File: config.mk
export PLATFORM = sky130hd
export DESIGN_NAME = flsv_front
export DESIGN_NICKNAME = d
export VERILOG_FILES = /design/src/design/flsv_pkg.sv /design/src/design/flsv_front.sv
export SDC_FILE = /design/constraint.sdc
export NUM_CORES = 1
export LEC_CHECK = 0
export ABC_AREA = 0
export BUFFER_PORTS_ARGS = -buffer_cell sky130_fd_sc_hd__clkbuf_2
export CORE_ASPECT_RATIO = 1.5
export CORE_MARGIN = 10
export CORE_UTILIZATION = 35
export DETAILED_ROUTE_END_ITERATION = 10
export PLACE_DENSITY = 0.69
export SYNTH_ARGS = -nofsm -noshare
export SYNTH_HDL_FRONTEND = slang
export SYNTH_SLANG_ARGS = --single-unit
File: constraint.sdc
create_clock -name clk_i -period 8.73 [get_ports clk_i]
set_input_delay 1.746 -clock clk_i [delete_from_list [all_inputs] [get_ports clk_i]]
set_output_delay 1.746 -clock clk_i [all_outputs]
set_load 0.005 [all_outputs]
File: src/design/flsv_pkg.sv
// shared constants, types and lookup-table builders for the light source vector unit
package flsv_pkg;

  localparam int VEC_FB      = 14;
  localparam int DIR_FB      = 14;
  localparam int POS_W       = 24;
  localparam int DIFF_W      = POS_W + 1;
  localparam int MAG_W       = POS_W;
  localparam int SH_W        = $clog2(MAG_W);
  localparam int SQ_W        = 2 * MAG_W;
  localparam int SUM_W       = SQ_W + 2;
  localparam int ROOT_W      = SUM_W / 2;
  localparam int REM_W       = ROOT_W + 2;
  localparam int NUM_W       = MAG_W + VEC_FB + 1;
  localparam int QUO_W       = VEC_FB + 1;
  localparam int SQ_ST       = ROOT_W;
  localparam int DV_ST       = VEC_FB + 1;
  localparam int POW_DEPTH   = 256;
  localparam int POW_IW      = $clog2(POW_DEPTH);
  localparam int QUEUE_DEPTH = 2;
  localparam int QPTR_W      = $clog2(QUEUE_DEPTH);
  localparam int QCNT_W      = $clog2(QUEUE_DEPTH + 1);
  localparam int REG_W       = 3;

  localparam logic [1:0] MODE_DISTANT = 2'd0;
  localparam logic [1:0] MODE_POINT   = 2'd1;
  localparam logic [1:0] MODE_SPOT    = 2'd2;

  localparam logic [REG_W-1:0] REG_LIGHT_MODE  = 3'd0;
  localparam logic [REG_W-1:0] REG_LIGHT_POS_X = 3'd1;
  localparam logic [REG_W-1:0] REG_LIGHT_POS_Y = 3'd2;
  localparam logic [REG_W-1:0] REG_LIGHT_POS_Z = 3'd3;
  localparam logic [REG_W-1:0] REG_DIRECTION   = 3'd4;
  localparam logic [REG_W-1:0] REG_CONE_COSINE = 3'd5;
  localparam logic [REG_W-1:0] REG_SPOT_EXP    = 3'd6;
  localparam logic [REG_W-1:0] REG_LIGHT_COLOR = 3'd7;

  typedef struct packed {
    logic [1:0]         mode;
    logic signed [23:0] pos_x;
    logic signed [23:0] pos_y;
    logic signed [23:0] pos_z;
    logic [47:0]        dir;
    logic signed [15:0] cone;
    logic [14:0]        expo;
    logic [23:0]        color;
  } cfg_t;

  typedef struct packed {
    logic signed [DIFF_W-1:0] dx;
    logic signed [DIFF_W-1:0] dy;
    logic signed [DIFF_W-1:0] dz;
  } item_t;

  typedef struct packed {
    logic full;
    logic empty;
  } q_status_t;

  typedef struct packed {
    logic signed [15:0] vec_x;
    logic signed [15:0] vec_y;
    logic signed [15:0] vec_z;
    logic [15:0]        red;
    logic [15:0]        green;
    logic [15:0]        blue;
    logic               zero_length;
  } result_t;

  typedef logic [15:0] log_tab_t [POW_DEPTH];
  typedef logic [30:0] exp_tab_t [POW_DEPTH];

  function automatic logic [63:0] isqrt64(input logic [63:0] v);
    logic [63:0] rem;
    logic [63:0] res;
    logic [63:0] bt;
    rem = v;
    res = '0;
    bt  = 64'd1 << 62;
    for (int k = 0; k < 32; k++) begin
      if (rem >= res + bt) begin
        rem = rem - (res + bt);
        res = (res >> 1) + bt;
      end else begin
        res = res >> 1;
      end
      bt = bt >> 2;
    end
    return res;
  endfunction

  // log2(1 + i/D) in Q.16, one bit per squaring
  function automatic log_tab_t build_log_tab();
    log_tab_t    tab;
    logic [63:0] y;
    logic [63:0] r;
    for (int i = 0; i < POW_DEPTH; i++) begin
      y = (64'd1 << 30) + ((64'(i) << 30) / POW_DEPTH);
      r = '0;
      for (int k = 0; k < 16; k++) begin
        y = (y * y) >> 30;
        r = r << 1;
        if (y >= (64'd1 << 31)) begin
          r = r | 64'd1;
          y = y >> 1;
        end
      end
      tab[i] = r[15:0];
    end
    return tab;
  endfunction

  // 2^-(j/D) in Q.30, one square root per fraction bit
  function automatic exp_tab_t build_exp_tab();
    exp_tab_t    tab;
    logic [63:0] q;
    logic [63:0] r;
    logic [63:0] v;
    for (int j = 0; j < POW_DEPTH; j++) begin
      q = (64'(j) << 16) / POW_DEPTH;
      r = 64'd1 << 30;
      for (int k = 0; k < 16; k++) begin
        v = q[k] ? (r >> 1) : r;
        r = isqrt64(v << 30);
      end
      tab[j] = r[30:0];
    end
    return tab;
  endfunction

endpackage

File: src/design/flsv_front.sv
// front end: takes surface points and forms the light difference vector
module flsv_front import flsv_pkg::*; (
  input  logic               clk_i,
  input  logic               rst_ni,
  input  logic               start_i,
  input  logic signed [23:0] surf_x_i,
  input  logic signed [23:0] surf_y_i,
  input  logic signed [23:0] surf_z_i,
  input  cfg_t               cfg_i,
  input  q_status_t          q_status_i,
  output logic               busy_o,
  output logic               push_o,
  output item_t              item_o
);

  logic  fr_vld_q, fr_vld_d;
  item_t fr_item_q;
  logic  accept;

  assign busy_o = fr_vld_q && q_status_i.full;
  assign accept = start_i && !busy_o;
  assign push_o = fr_vld_q && !q_status_i.full;
  assign item_o = fr_item_q;

  always_comb begin
    fr_vld_d = fr_vld_q;
    if (accept) begin
      fr_vld_d = 1'b1;
    end else if (push_o) begin
      fr_vld_d = 1'b0;
    end
  end

  always_ff @(posedge clk_i or negedge rst_ni) begin
    if (!rst_ni) begin
      fr_vld_q <= 1'b0;
    end else begin
      fr_vld_q <= fr_vld_d;
    end
  end

  always_ff @(posedge clk_i) begin
    if (accept) begin
      fr_item_q.dx <= DIFF_W'(cfg_i.pos_x) - DIFF_W'(surf_x_i);
      fr_item_q.dy <= DIFF_W'(cfg_i.pos_y) - DIFF_W'(surf_y_i);
      fr_item_q.dz <= DIFF_W'(cfg_i.pos_z) - DIFF_W'(surf_z_i);
    end
  end

endmodule

==> results.rst <==
.. list-table::
   :header-rows: 1

   * - Metric
     - Value
   * - Crit Path Max Fanout
     - 4
   * - Fraction of post-synthesis cell area in the top cell type by area
     - 37.9%
   * - Max-slew headroom at the worst pin
     - 32.7%
   * - Post-synthesis cell type with the largest combined area
     - edfxtp_1
   * - Initial antenna violation count
     - 5
   * - Start-to-end type of the worst setup path
     - input pin to flop
   * - Layout Area Growth over Synthesis
     - 28.7%
   * - Post-route clock period utilization
     - 48.3%
   * - # resized after CTS
     - 0
   * - Sw Pwr
     - 0.000348 W
   * - GR Overflow Total
     - 0
   * - Power density of the placed cells
     - 160 nW/um2
   * - Total power
     - 0.00122 W
   * - Number of levels in the clock H-tree
     - 3
   * - Hold path depth
     - 2
   * - Worst hold-check path type
     - flop to flop
   * - Final slew viol count
     - 0
   * - Fraction of power consumed by combinational cells
     - between 20% and 30%
   * - Buffer levels on the longest clock path
     - 2
   * - Layout Utilization
     - 45.8%
   * - Total Nets Final
     - 1186
   * - First-pass iteration count of the detailed router
     - 6
   * - TritonCTS Buffers
     - 9
   * - Number of buffers added to fix hold violations after cts
     - 0
   * - Routed wire per std cell
     - between 15 and 20 um
   * - Insertion delay of the later-clocked pin in the worst-skew pair
     - 330 ps
   * - Required time of the critical path
     - 8810 ps
   * - Nature of the critical path startpoint
     - input pin
   * - Summed negative setup slack over all endpoints
     - 0 ps
   * - Seq pwr share
     - 38.6%
   * - Number of standard-cell rows in the floorplan
     - 58
   * - Cell types with the largest area share after synthesis
     - edfxtp_1, ha_1, inv_1, xnor2_1, a21o_1
   * - Share of total power consumed by net switching
     - 28.4%
   * - DR iter-0 viols
     - roughly 170
   * - Number of warnings issued by yosys
     - 0
   * - Count of port buffers added during placement
     - 224
   * - Post-DP HPWL
     - 13900 um
   * - Boundary pin count
     - between 300 and 400
   * - Clock skew
     - 10.4 ps
   * - Horiz. Die Dim
     - 126 um
   * - Share of post-route cells with drive strength above 1
     - 29.0%
   * - Fin. Hold Viols
     - 0
   * - Maximum achievable frequency
     - approximately 240 MHz
   * - Total number of vias
     - 5215
   * - Unique masters post-synth
     - 54
   * - Pre-CTS setup slack
     - 4180 ps
   * - Outcome
     - finished clean
   * - Number of synthesized register bits
     - 76
   * - Mean cell area of the mapped netlist
     - 9.53 um2
   * - Weighted congestion at the end of routability-driven global placement
     - 0.821
   * - Full die area
     - ~23000 um2
   * - Aggregate routed wire length
     - approximately 16000 um
   * - Die Y
     - 179 um
   * - Clock network power share
     - 32.5%
   * - Core Box Area
     - between 15000 and 20000 um2
   * - Setup repair after global routing missed its margin
     - false
   * - Minimum setup slack in the final design
     - 4510 ps
   * - Synth async-reset ratio
     - 1.32%
   * - Max rail drop VDD
     - roughly 96 uV
   * - Post-CTS Repair Setup Buffers
     - 0
   * - Leak
     - 3.89 nW
   * - Post-Syn Nets
     - 952
   * - Clock-pin slew on the worst setup and hold paths
     - ~60 ps
   * - Maximum number of pins on one net before global-route repair
     - 76
   * - Vias in the first global route
     - 5406
   * - Post-layout minimum cycle time
     - between 4000 and 5000 ps
   * - Post-synthesis instance area
     - ~5900 um2
   * - Minimum hold slack
     - 684 ps
   * - Number of nets with antenna violations after detailed routing
     - 0
   * - Internal power of the cells
     - 0.000876 W
   * - Worst Setup End Kind
     - flop
   * - Gate count after technology mapping
     - 623
   * - Root Buffer
     - clkbuf_16
   * - Wire length of the first global-routing pass
     - around 26000 um
   * - Clock tree from TritonCTS
     - built
   * - Starting utilization of the core area
     - a little over a third
   * - Worst Tran Pin Value
     - 1010 ps
   * - Count of unresolved DRC violations after routing
     - 0
   * - Share of the yosys chip area belonging to registers
     - 38.4%
   * - Number of sinks driven by the clock tree
     - 76
   * - Aggregate global-route resource usage
     - 14.0%
   * - Depth of the worst register-to-register path
     - 3
   * - Most instantiated flip-flop cell in the synthesis netlist
     - edfxtp_1
   * - Critical path arrival
     - ~4300 ps
   * - Count of endpoints failing setup in the final report
     - 0
   * - Number of enable-type register cells in the synthesized netlist
     - 75
   * - Vias per inst
     - 4.86
   * - Max-cap violations
     - 0
==> kinds of logic after synthesis <==
| group | after synthesis | share of synthesized area, % |
|---|---|---|
| flip-flops | 76 | 38.4 |
| multiplexers | 1 | 0.169 |
| adder cells (fa/ha/maj) | 75 | 16.2 |
| buffers and inverters | 103 | 6.51 |
| XOR/XNOR | 56 | 8.26 |
| AND/OR/NAND/NOR | 148 | 12.3 |
| AO/OA/AOI/OAI | 164 | 18.2 |
==> cell usage in the layout, fill, tap and decap left out, types with 19 or more instances in the layout <==
cell and instances:
ha_1 72, inv_1 101, xor2_1 19, a21oi_1 43, clkbuf_2 224, xnor2_1 37, nor2_1 43, a21o_1 29
nand2_1 32, edfxtp_1 75
==> critical path, cell delays in order <==
cell and delay (ps):
clkbuf_2 70, inv_1 40, ha_1 200, fa_1 420
nor2b_1 130, o21ai_1 90, a21boi_1 200, o21ai_1 130
a211o_1 330, a31oi_1 440, a21oi_1 210, o21bai_1 220
xor2_1 80
==> worst paths after layout <==
check                                     start  slack, ps                    to
max reg2reg                fr_vld_q$_DFFE_PN0P_       6900   item_o[8]$_DFFE_PP_
max                                  cfg_i[103]       4510  item_o[18]$_DFFE_PP_
max in group asynchronous                rst_ni       7460  fr_vld_q$_DFFE_PN0P_
min in group asynchronous                rst_ni       1180  fr_vld_q$_DFFE_PN0P_
min reg2reg                fr_vld_q$_DFFE_PN0P_        680  fr_vld_q$_DFFE_PN0P_
min                        fr_vld_q$_DFFE_PN0P_        680  fr_vld_q$_DFFE_PN0P_
==> power by group through the flow <==
stage	clock network, W	registers (W)	logic [W]
after floorplan	0	0.000486	0.000224
after global placement	0	0.000480	0.000351
after detailed placement	0	0.000480	0.000357
after CTS	0.000410	0.000473	0.000359
after global routing	0.000424	0.000476	0.000400
final	0.000398	0.000472	0.000353
==> cell type report <==
type                       count  area, um2
antenna                        2       5.00
clock buffer                  10        229
clock inverter                 5       77.6
fill                        1631       9050
inverter                     101        379
multi-input combinational    444       3280
sequential                    76       2280
tap                          210        263
timing repair buffer         225       1130
==> per-stage QoR <==
step | area [um2] | std cells
floorplan | 5940 | 623
global placement | 7330 | 1056
detailed placement | 7330 | 1056
CTS | 7630 | 1071
global route | 7640 | 1072
finish | 7640 | 1073
==> layer usage <==
metal / track usage [%] / routed length [um] / vias up / share of wire (%)
met3: 6.74 / 1770 / 25 / 11
met4: 5.03 / 391 / 4 / 2.4
met5: 0 / 34 / - / 0.21
met2: 23.3 / 7720 / 182 / 47
met1: 15.2 / 6550 / 2327 / 40
li1: - / - / 2677 / -
==> cells in the mapped netlist, types with 6 or more instances <==
library cell,count
edfxtp_1,75
inv_1,101
nor2_1,43
o21ai_1,13
a211oi_1,7
nand2b_1,8
ha_1,72
o21a_1,8
nand3_1,17
a31oi_1,6
a21oi_1,43
xor2_1,19
xnor2_1,37
o21bai_1,8
nor2b_1,15
o21ai_0,17
nor3_1,10
nand2_1,32
a21o_1,29
==> state kept, by name, indices dropped and copies added (netlist names) <==
signal and flops:
item_o 75, fr_vld_q 1
No activity file was read; power rests on OpenSTA's default activity.
