### config.mk
export PLATFORM = sky130hd
export DESIGN_NAME = flsv_queue
export DESIGN_NICKNAME = d
export VERILOG_FILES = /design/src/design/flsv_pkg.sv /design/src/design/flsv_queue.sv
export SDC_FILE = /design/constraint.sdc
export NUM_CORES = 1
export LEC_CHECK = 0
export BUFFER_PORTS_ARGS = -buffer_cell sky130_fd_sc_hd__buf_2
export CAP_MARGIN = 20
export CELL_PAD_IN_SITES_DETAIL_PLACEMENT = 0
export CELL_PAD_IN_SITES_GLOBAL_PLACEMENT = 1
export CORE_UTILIZATION = 40
export DETAILED_ROUTE_END_ITERATION = 8
export PLACE_DENSITY_LB_ADDON = 0.1
export SYNTH_ARGS = -nofsm -noshare
export SYNTH_HDL_FRONTEND = slang
export SYNTH_SLANG_ARGS = --single-unit
### constraint.sdc
create_clock -name clk_i -period 4.5 [get_ports clk_i]
set_input_delay 0.675 -clock clk_i [delete_from_list [all_inputs] [get_ports clk_i]]
set_output_delay 0.675 -clock clk_i [all_outputs]
set_load 0.005 [all_outputs]
### src/design/flsv_pkg.sv
// shared constants, types and lookup-table builders for the light source vector unit
package flsv_pkg;

  localparam int VEC_FB      = 14;
  localparam int DIR_FB      = 14;
  localparam int POS_W       = 24;
  localparam int DIFF_W      = POS_W + 1;
  localparam int MAG_W       = POS_W;
  localparam int SH_W        = $clog2(MAG_W);
  localparam int SQ_W        = 2 * MAG_W;
  localparam int SUM_W       = SQ_W + 2;
  localparam int ROOT_W      = SUM_W / 2;
  localparam int REM_W       = ROOT_W + 2;
  localparam int NUM_W       = MAG_W + VEC_FB + 1;
  localparam int QUO_W       = VEC_FB + 1;
  localparam int SQ_ST       = ROOT_W;
  localparam int DV_ST       = VEC_FB + 1;
  localparam int POW_DEPTH   = 256;
  localparam int POW_IW      = $clog2(POW_DEPTH);
  localparam int QUEUE_DEPTH = 2;
  localparam int QPTR_W      = $clog2(QUEUE_DEPTH);
  localparam int QCNT_W      = $clog2(QUEUE_DEPTH + 1);
  localparam int REG_W       = 3;

  localparam logic [1:0] MODE_DISTANT = 2'd0;
  localparam logic [1:0] MODE_POINT   = 2'd1;
  localparam logic [1:0] MODE_SPOT    = 2'd2;

  localparam logic [REG_W-1:0] REG_LIGHT_MODE  = 3'd0;
  localparam logic [REG_W-1:0] REG_LIGHT_POS_X = 3'd1;
  localparam logic [REG_W-1:0] REG_LIGHT_POS_Y = 3'd2;
  localparam logic [REG_W-1:0] REG_LIGHT_POS_Z = 3'd3;
  localparam logic [REG_W-1:0] REG_DIRECTION   = 3'd4;
  localparam logic [REG_W-1:0] REG_CONE_COSINE = 3'd5;
  localparam logic [REG_W-1:0] REG_SPOT_EXP    = 3'd6;
  localparam logic [REG_W-1:0] REG_LIGHT_COLOR = 3'd7;

  typedef struct packed {
    logic [1:0]         mode;
    logic signed [23:0] pos_x;
    logic signed [23:0] pos_y;
    logic signed [23:0] pos_z;
    logic [47:0]        dir;
    logic signed [15:0] cone;
    logic [14:0]        expo;
    logic [23:0]        color;
  } cfg_t;

  typedef struct packed {
    logic signed [DIFF_W-1:0] dx;
    logic signed [DIFF_W-1:0] dy;
    logic signed [DIFF_W-1:0] dz;
  } item_t;

  typedef struct packed {
    logic full;
    logic empty;
  } q_status_t;

  typedef struct packed {
    logic signed [15:0] vec_x;
    logic signed [15:0] vec_y;
    logic signed [15:0] vec_z;
    logic [15:0]        red;
    logic [15:0]        green;
    logic [15:0]        blue;
    logic               zero_length;
  } result_t;

  typedef logic [15:0] log_tab_t [POW_DEPTH];
  typedef logic [30:0] exp_tab_t [POW_DEPTH];

  function automatic logic [63:0] isqrt64(input logic [63:0] v);
    logic [63:0] rem;
    logic [63:0] res;
    logic [63:0] bt;
    rem = v;
    res = '0;
    bt  = 64'd1 << 62;
    for (int k = 0; k < 32; k++) begin
      if (rem >= res + bt) begin
        rem = rem - (res + bt);
        res = (res >> 1) + bt;
      end else begin
        res = res >> 1;
      end
      bt = bt >> 2;
    end
    return res;
  endfunction

  // log2(1 + i/D) in Q.16, one bit per squaring
  function automatic log_tab_t build_log_tab();
    log_tab_t    tab;
    logic [63:0] y;
    logic [63:0] r;
    for (int i = 0; i < POW_DEPTH; i++) begin
      y = (64'd1 << 30) + ((64'(i) << 30) / POW_DEPTH);
      r = '0;
      for (int k = 0; k < 16; k++) begin
        y = (y * y) >> 30;
        r = r << 1;
        if (y >= (64'd1 << 31)) begin
          r = r | 64'd1;
          y = y >> 1;
        end
      end
      tab[i] = r[15:0];
    end
    return tab;
  endfunction

  // 2^-(j/D) in Q.30, one square root per fraction bit
  function automatic exp_tab_t build_exp_tab();
    exp_tab_t    tab;
    logic [63:0] q;
    logic [63:0] r;
    logic [63:0] v;
    for (int j = 0; j < POW_DEPTH; j++) begin
      q = (64'(j) << 16) / POW_DEPTH;
      r = 64'd1 << 30;
      for (int k = 0; k < 16; k++) begin
        v = q[k] ? (r >> 1) : r;
        r = isqrt64(v << 30);
      end
      tab[j] = r[30:0];
    end
    return tab;
  endfunction

endpackage

### src/design/flsv_queue.sv
// two-entry queue between the front and the back end
module flsv_queue import flsv_pkg::*; (
  input  logic      clk_i,
  input  logic      rst_ni,
  input  logic      push_i,
  input  item_t     item_i,
  input  logic      pop_i,
  output item_t     item_o,
  output q_status_t status_o
);

  item_t             mem_q [QUEUE_DEPTH];
  logic [QPTR_W-1:0] wr_ptr_q, wr_ptr_d;
  logic [QPTR_W-1:0] rd_ptr_q, rd_ptr_d;
  logic [QCNT_W-1:0] count_q, count_d;
  logic              do_push;
  logic              do_pop;

  assign status_o.full  = (count_q == QCNT_W'(QUEUE_DEPTH));
  assign status_o.empty = (count_q == '0);
  assign do_push        = push_i && !status_o.full;
  assign do_pop         = pop_i && !status_o.empty;
  assign item_o         = mem_q[rd_ptr_q];

  always_comb begin
    wr_ptr_d = wr_ptr_q;
    rd_ptr_d = rd_ptr_q;
    count_d  = count_q;
    if (do_push) begin
      wr_ptr_d = (wr_ptr_q == QPTR_W'(QUEUE_DEPTH - 1)) ? '0 : wr_ptr_q + 1'b1;
    end
    if (do_pop) begin
      rd_ptr_d = (rd_ptr_q == QPTR_W'(QUEUE_DEPTH - 1)) ? '0 : rd_ptr_q + 1'b1;
    end
    if (do_push && !do_pop) begin
      count_d = count_q + 1'b1;
    end else if (do_pop && !do_push) begin
      count_d = count_q - 1'b1;
    end
  end

  always_ff @(posedge clk_i or negedge rst_ni) begin
    if (!rst_ni) begin
      wr_ptr_q <= '0;
      rd_ptr_q <= '0;
      count_q  <= '0;
    end else begin
      wr_ptr_q <= wr_ptr_d;
      rd_ptr_q <= rd_ptr_d;
      count_q  <= count_d;
    end
  end

  always_ff @(posedge clk_i) begin
    if (do_push) begin
      mem_q[wr_ptr_q] <= item_i;
    end
  end

endmodule

==> results.md, run 1 <==
- FF-to-FF path depth: 4
- DRC violations left: 0
- RSZ-0062 raised after global routing: no
- Fin Clk Skew: 5.45 ps
- CTS buffer count: 17
- Setup-violating endpoint count in the final report: 0
- Antenna violations before repair: 0
- FMAX: 374 MHz
- Num Clock Sinks: 154
- DRT Wirelength: 9510 um
- Yosys top cell area share: 0.782
- CP Class: flop to output pin
- Largest net degree at the start of global routing: 76
- Leakage: 0.00288 uW
- CP endpoint kind: output pin
- Overflow after GRT: 0
- PwrDens: 645 nW/um2
- Nets: 503
- Post-CTS resize count: 0
- First-pass GRT wire length: 14500 um
- Area Growth Syn to Fin: 27.7%
- Site Rows: 43
- Final ANT Viol Nets: 0
- Core region area: 14000 um2
- Avg WL per Cell: 15.4 um
- Worst path bufs/invs: 2
- Synth Warn #: 0
- Setup tns final: 0 ps
- Drt via density: 4.55
- WP data arrival: 2000 ps
- Cell Area, Placed: 6740 um2
- Io pins: 156
- Largest stage delay, worst path: 750 ps
- Gate Count Post-Synth: 252
- Critical Path Slowest Stage Cell: dfrtp_4
- Crit Path Max Fanout: 41
- Die height: 122 um
- Worst reg2reg setup slack: 2820 ps
- Htree depth: 4
- Die area: 14900 um2
- Setup Buffers After CTS: 0
- IO Port Bufs: 155
- Die extent in x: 122 um
- Gr usage total: 0.137
- Fin crit period: 2670 ps
- Period utilization: 0.594
- Hold WC Path Type: input port to asynchronous set/reset pin
- Vias in the first global route: 2847
- Worst-Skew Late Latency: 410 ps
- Root Buffer: clkbuf_16
- CP Launch Type: flop
- CTS tree: done
- Drt pass-1 iters: 4
- Post-synthesis instance area: 5760 um2
- Delay-heaviest family, CP: flip-flops
- RR Startpoint: count_q[0]
- Slew headroom: 0.644
- Worst vdd ir: 0.000308 V
- Status: finished, final reports clean
- Net Count, Synth: 332
- Critical Path, Cell by Cell: buf_16 > mux2_2 > buf_2
- Synth Register Bits: 154
- Register area share after synthesis: 0.799
- Cell taking the most area after synthesis: edfxtp_1
- Gpl congestion: 0.691
- Cell variety after synth: 16
- # hold bufs at CTS: 0
- Detailed Place HPWL: 5760 um
- Max-Cap Viols: 0
- Fill cells: 1183
- Critical Path RT: 3830 ps
- Starting Density: 0.412
- Share of layout cells above drive strength 1: 0.596
- Via count: 2809
- CTS Buffer Depth: 2
- FF-to-FF End: mem_q[0][52]
- Final Cell Area: 7360 um2
- Clock slew seen by the registers of the worst setup and hold paths: 50 ps
- Top area cells in the synthesized netlist: edfxtp_1 78%, mux2_4 10%, mux2_2 6.8%
- Final hold vios: 0
- Slew Limit Fails: 0
- Slew @ Worst Pin: 534 ps
- Mean Syn Cell Area: 22.9 um2
- Number of DRC markers in iteration 0: 171
==> cell usage in the layout (no fill, tap or decap) <==
cell	instances
and3_4	1
buf_16	2
buf_2	155
buf_4	3
bufinv_16	3
clkbuf_1	2
clkbuf_16	17
clkinv_1	8
clkinv_2	1
clkinvlp_4	1
dfrtp_1	3
dfrtp_4	1
diode_2	1
edfxtp_1	150
ha_1	1
inv_1	2
mux2_2	35
mux2_4	40
nand2_1	1
nand2b_1	1
nor2_1	2
nor2_4	1
o21ai_0	1
xnor2_1	3
xor2_1	2
==> final cells by class <==
cell class / count / area [um2] / share of cell area
Antenna cell: 1 / 2.50 / 0.000340
Clock buffer: 19 / 433 / 0.0588
Clock inverter: 13 / 133 / 0.0180
Inverter: 2 / 7.51 / 0.00102
Multi-Input combinational cell: 88 / 1100 / 0.149
Sequential cell: 154 / 4610 / 0.626
Tap cell: 180 / 225 / 0.0306
Timing Repair Buffer: 160 / 853 / 0.116
==> cell families after synthesis <==
group,synth area share
buf+inv,0.0130
compound gates,0.000868
simple gates,0.00478
fa+ha+maj,0.00217
xor+xnor,0.00760
mux,0.173
flops,0.799
==> worst max path at each step <==
stage	startpoint	to	slack (ps)	cells past startpoint
5_1_grt	rd_ptr_q	item_o[65]	1730	3
3_3_place_gp	rd_ptr_q	item_o[54]	1780	3
6_report	rd_ptr_q	item_o[65]	1830	3
2_1_floorplan	push_i	mem_q[0][0]	100	2
3_5_place_dp	rd_ptr_q	item_o[57]	1750	3
4_1_cts	rd_ptr_q	item_o[57]	1300	3
==> metrics by stage <==
stage	instances	setup slack (ps)	hold slack, ps	power, uW	util
floorplan	252	97.5	379	2960	-
global placement	582	1780	490	3420	0.481
detailed placement	582	1750	492	3430	0.481
CTS	614	1300	49.6	4800	0.522
global route	616	1730	55.1	5010	0.526
finish	617	1830	72.3	4750	0.526
==> cell usage after synthesis <==
cell and number:
xor2_1 2, buf_2 3, nand2_1 1, dfrtp_1 4, nor2_1 3, and3_1 1
ha_1 1, mux2_4 40, nand2b_1 1, edfxtp_1 150, xnor2_1 3, mux2_2 35
o21ai_0 1, inv_1 2, buf_6 4, buf_4 1
==> where the power goes <==
group / switching, uW / internal, uW
combinational: 568 / 723
clock: 498 / 854
sequential: 142 / 1960
total: 1210 / 3540
==> metal layers <==
layer,up-vias,global-route usage,part of all wire
met5,-,0,0
met4,0,0.0764,0.023
met1,1345,0.163,0.43
li1,1340,-,-
met3,18,0.0548,0.079
met2,106,0.211,0.47
==> registers in the layout, indices dropped and copies added (netlist names) <==
| signal | flops |
|---|---|
| count_q | 2 |
| mem_q | 150 |
| rd_ptr_q | 1 |
| wr_ptr_q | 1 |
No activity file was read; power rests on OpenSTA's default activity.
==> run 2: changes to the inputs <==
- ABC_AREA: not set -> 1
- CORE_UTILIZATION: 40 -> 37
- clock period: 4.5 -> 2.2 ns (I/O delays scaled with it)
==> run 2 against run 1 <==
Against the previous run: sequential power rose by 97%; critical path depth rose by 2; register-to-register slack worse by 2200 ps; hold slack improved by 26 ps; count of clock-buffer cells in the layout is the same; via count rose by 25%; non-clock buffer count up 4; critical endpoint is now item_o[46]; design area down 0.17%; highest routed layer is now met5; area after synthesis fell by 1.0%; die area is 6.9% higher; sequential share of layout area grew 0.073 points.
==> results.md, run 2 <==
- Status: finished, final reports clean (unchanged)
- Num Clock Sinks: 154 (unchanged)
- Most common cell in the synthesized netlist: nand2_1 (was edfxtp_1)
- Fin worst setup slack: 230 ps (was 1830 ps)
- Gpl congestion: 0.700 (was 0.691)
- RR Startpoint: count_q[1] (was count_q[0])
- Fin Clk Skew: 9.19 ps (was 5.45 ps)
- DRT Wirelength: 11100 um (was 9510 um)
- Fill cells: 1355 (was 1183)
- Share of layout cells above drive strength 1: 0.325 (was 0.596)
- Area Growth Syn to Fin: 28.8% (was 27.7%)
- Hold WC Path Type: input port to flop (was input port to asynchronous set/reset pin)
- Die extent in x: 126 um (was 122 um)
- Die height: 126 um (was 122 um)
- Number of flops mapped to enable cells by yosys: 150 (unchanged)
- Highest-count cells in the layout ignoring fill and taps: 234 x nand2_1, 155 x buf_2, 150 x edfxtp_1 (was 155 x buf_2, 150 x edfxtp_1, 40 x mux2_4)
- Worst Hold Launch: item_i[48]
- Finished Core Util: 0.485 (was 0.526)
- Via count: 3500 (was 2809)
- Vias in the first global route: 3390 (was 2847)
- Worst reg2reg setup slack: 660 ps (was 2820 ps)
- Final Cell Area: 7350 um2 (was 7360 um2)
- CP Class: flop to output pin (unchanged)
- Synth Area in Adders: 0.00219 (was 0.00217)
- Slew @ Worst Pin: 439 ps (was 534 ps)
- Yosys top cell area share: 0.789 (was 0.782)
- Setup tns final: 0 ps (unchanged)
- Cell variety after synth: 15 (was 16)
- Hold Crit Depth: 1
- Io pins: 156 (unchanged)
- Max-Cap Viols: 0 (unchanged)
- Sequential Area: 4610 um2 (about the same)
- DRC violations left: 0 (unchanged)
- Mux contribution to synthesized area: 0 (was 0.173)
- Critical Path RT: 1870 ps (was 3830 ps)
- Area of the multi-input gates: 953 um2 (was 1100 um2)
- Post-Place Setup Slack: 645 ps (was 1750 ps)
- Net Count, Synth: 504 (was 332)
- Starting Density: 0.377 (was 0.412)
- WP data arrival: 1640 ps (was 2000 ps)
- Largest family of logic cells by synthesized area: simple AND/OR/NAND/NOR gates (was multiplexers)
- Gr usage total: 0.149 (was 0.137)
- CP endpoint kind: output pin (unchanged)
- IO Port Bufs: 155 (unchanged)
- Worst setup endpoint: item_o[46] (was item_o[65])
- Largest net degree at the start of global routing: 77 (was 76)
- Synth Area in XOR/XNOR: 0.00154 (was 0.00760)
- Post-synthesis instance area: 5710 um2 (was 5760 um2)
- Top area cells in the synthesized netlist: edfxtp_1 79%, nand2_1 15%, dfrtp_1 1.8% (was edfxtp_1 78%, mux2_4 10%, mux2_2 6.8%)
- Overflow after GRT: 0 (unchanged)
- Setup-violating endpoint count in the final report: 0 (unchanged)
- FMAX: 508 MHz
- Largest register by flop count: mem_q (unchanged)
- Period utilization: 0.896
- Number of DRC markers in iteration 0: 206 (was 171)
- Slew headroom: 0.704 (was 0.644)
- FF-to-FF End: mem_q[0][51] (was mem_q[0][52])
- Synth Warn #: 0 (unchanged)
- Cell taking the most area after synthesis: edfxtp_1 (unchanged)
- Die area: 15900 um2 (was 14900 um2)
- Leakage: 0.00316 uW (was 0.00288 uW)
- CTS tree: done (unchanged)
- Most common cell after layout, fill and taps aside: nand2_1 (was buf_2)
- Core region area: 15100 um2 (was 14000 um2)
- Gate Count Post-Synth: 424 (was 252)
- Final hold vios: 0 (unchanged)
- Htree depth: 4 (unchanged)
- Top cells by count, synth: 234 x nand2_1, 150 x edfxtp_1, 9 x buf_2 (was 150 x edfxtp_1, 40 x mux2_4, 35 x mux2_2)
- Biggest regs: mem_q x150, count_q x2 (unchanged)
- Synth Register Bits: 154 (unchanged)
- FFs w/ async S/R, synth: 0.0260 (unchanged)
- RSZ-0062 raised after global routing: no (unchanged)
- Root Buffer: clkbuf_16 (unchanged)
- Avg WL per Cell: 14.0 um (was 15.4 um)
- Mean Syn Cell Area: 13.5 um2 (was 22.9 um2)
- Antenna violations before repair: 1 (was 0)
- Worst-Skew Late Latency: 420 ps (was 410 ps)
- Critical Path Start: rd_ptr_q (unchanged)
- Register area share after synthesis: 0.807 (was 0.799)
- Post-CTS resize count: 0 (unchanged)
- Fin crit period: 1970 ps
- Slew Limit Fails: 0 (unchanged)
- Simple-gate area share of the yosys netlist: 0.160 (was 0.00478)
- Cell Area, Placed: 6750 um2 (was 6740 um2)
- CTS buffer count: 17 (unchanged)
- Final ANT Viol Nets: 0 (unchanged)
- Site Rows: 45 (was 43)
- First-pass GRT wire length: 17400 um (was 14500 um)
- Worst vdd ir: 0.000600 V (was 0.000308 V)
- CTS Buffer Depth: 2 (unchanged)
- Crit Path Max Fanout: 27 (was 41)
- Max reg flops: 150 (unchanged)
- Detailed Place HPWL: 6920 um (was 5760 um)
- Nets: 670 (was 503)
- Drt pass-1 iters: 6 (was 4)
- Top_reg_cell synth: edfxtp_1 (unchanged)
- Post-synthesis compound-gate area fraction: 0.00175 (was 0.000868)
- Clock slew seen by the registers of the worst setup and hold paths: 60 ps (was 50 ps)
- CP Launch Type: flop (unchanged)
- FF-to-FF path depth: 6 (was 4)
- Drt via density: 4.42 (was 4.55)
- PwrDens: 1340 nW/um2 (was 645 nW/um2)
- Ant diodes: 0 (was 1)
==> run 2: what timing repair did <==
| action | in CTS | in global routing |
|---|---|---|
| setup buffers | 0 | 0 |
| hold endpoints to repair | 4 | 0 |
| hold buffers | 1 | 0 |
==> run 2: worst min-delay path by stage <==
stage	end	slack, ps
detailed placement	wr_ptr_q	150
finish	mem_q[1][48]	100
global placement	wr_ptr_q	140
CTS	mem_q[0][68]	80
floorplan	count_q[0]	30
global route	mem_q[0][33]	80
==> run 2: logic make-up (layout without fill, tap and decap cells) <==
family	after synthesis	count (layout)
simple gates	241	241
flops	154	154
buf+inv	25	204
compound gates	2	2
fa+ha+maj	1	1
xor+xnor	1	1
==> run 2: cell type report <==
class	count	area share
well taps	188	0.0320
clock buffers	19	0.0589
repair buffers	164	0.127
multi-input cells	245	0.130
inverters	8	0.00460
flip-flops and latches	154	0.627
clock inverters	13	0.0206
==> run 2: metal layers <==
layer	track usage	share of wire	vias to the layer above
met1	0.177	0.43	1622
met3	0.0561	0.063	15
li1	-	-	1759
met5	0	0.0012	-
met2	0.240	0.49	102
met4	0.0687	0.014	2
==> run 2: power breakdown <==
group          leakage [uW]  switching [uW]  internal (uW)
clock network      0.000276            1080           1770
registers           0.00144             164           4000
logic               0.00144            1760           1100
total               0.00316            3000           6860
==> run 2: critical path: stages (launching register included) <==
cell     delay (ps)
dfrtp_2         420
inv_2           290
buf_12          230
nand2_1          70
nand2_1          80
buf_2           120
==> run 2: through the flow <==
stage | std cells | total power, uW | hold WS [ps]
after floorplan | 424 | 5830 | 34.4
after global placement | 758 | 7140 | 144
after detailed placement | 758 | 7170 | 148
after CTS | 791 | 10000 | 80.3
after global routing | 791 | 10500 | 79.7
final | 791 | 9860 | 97.9
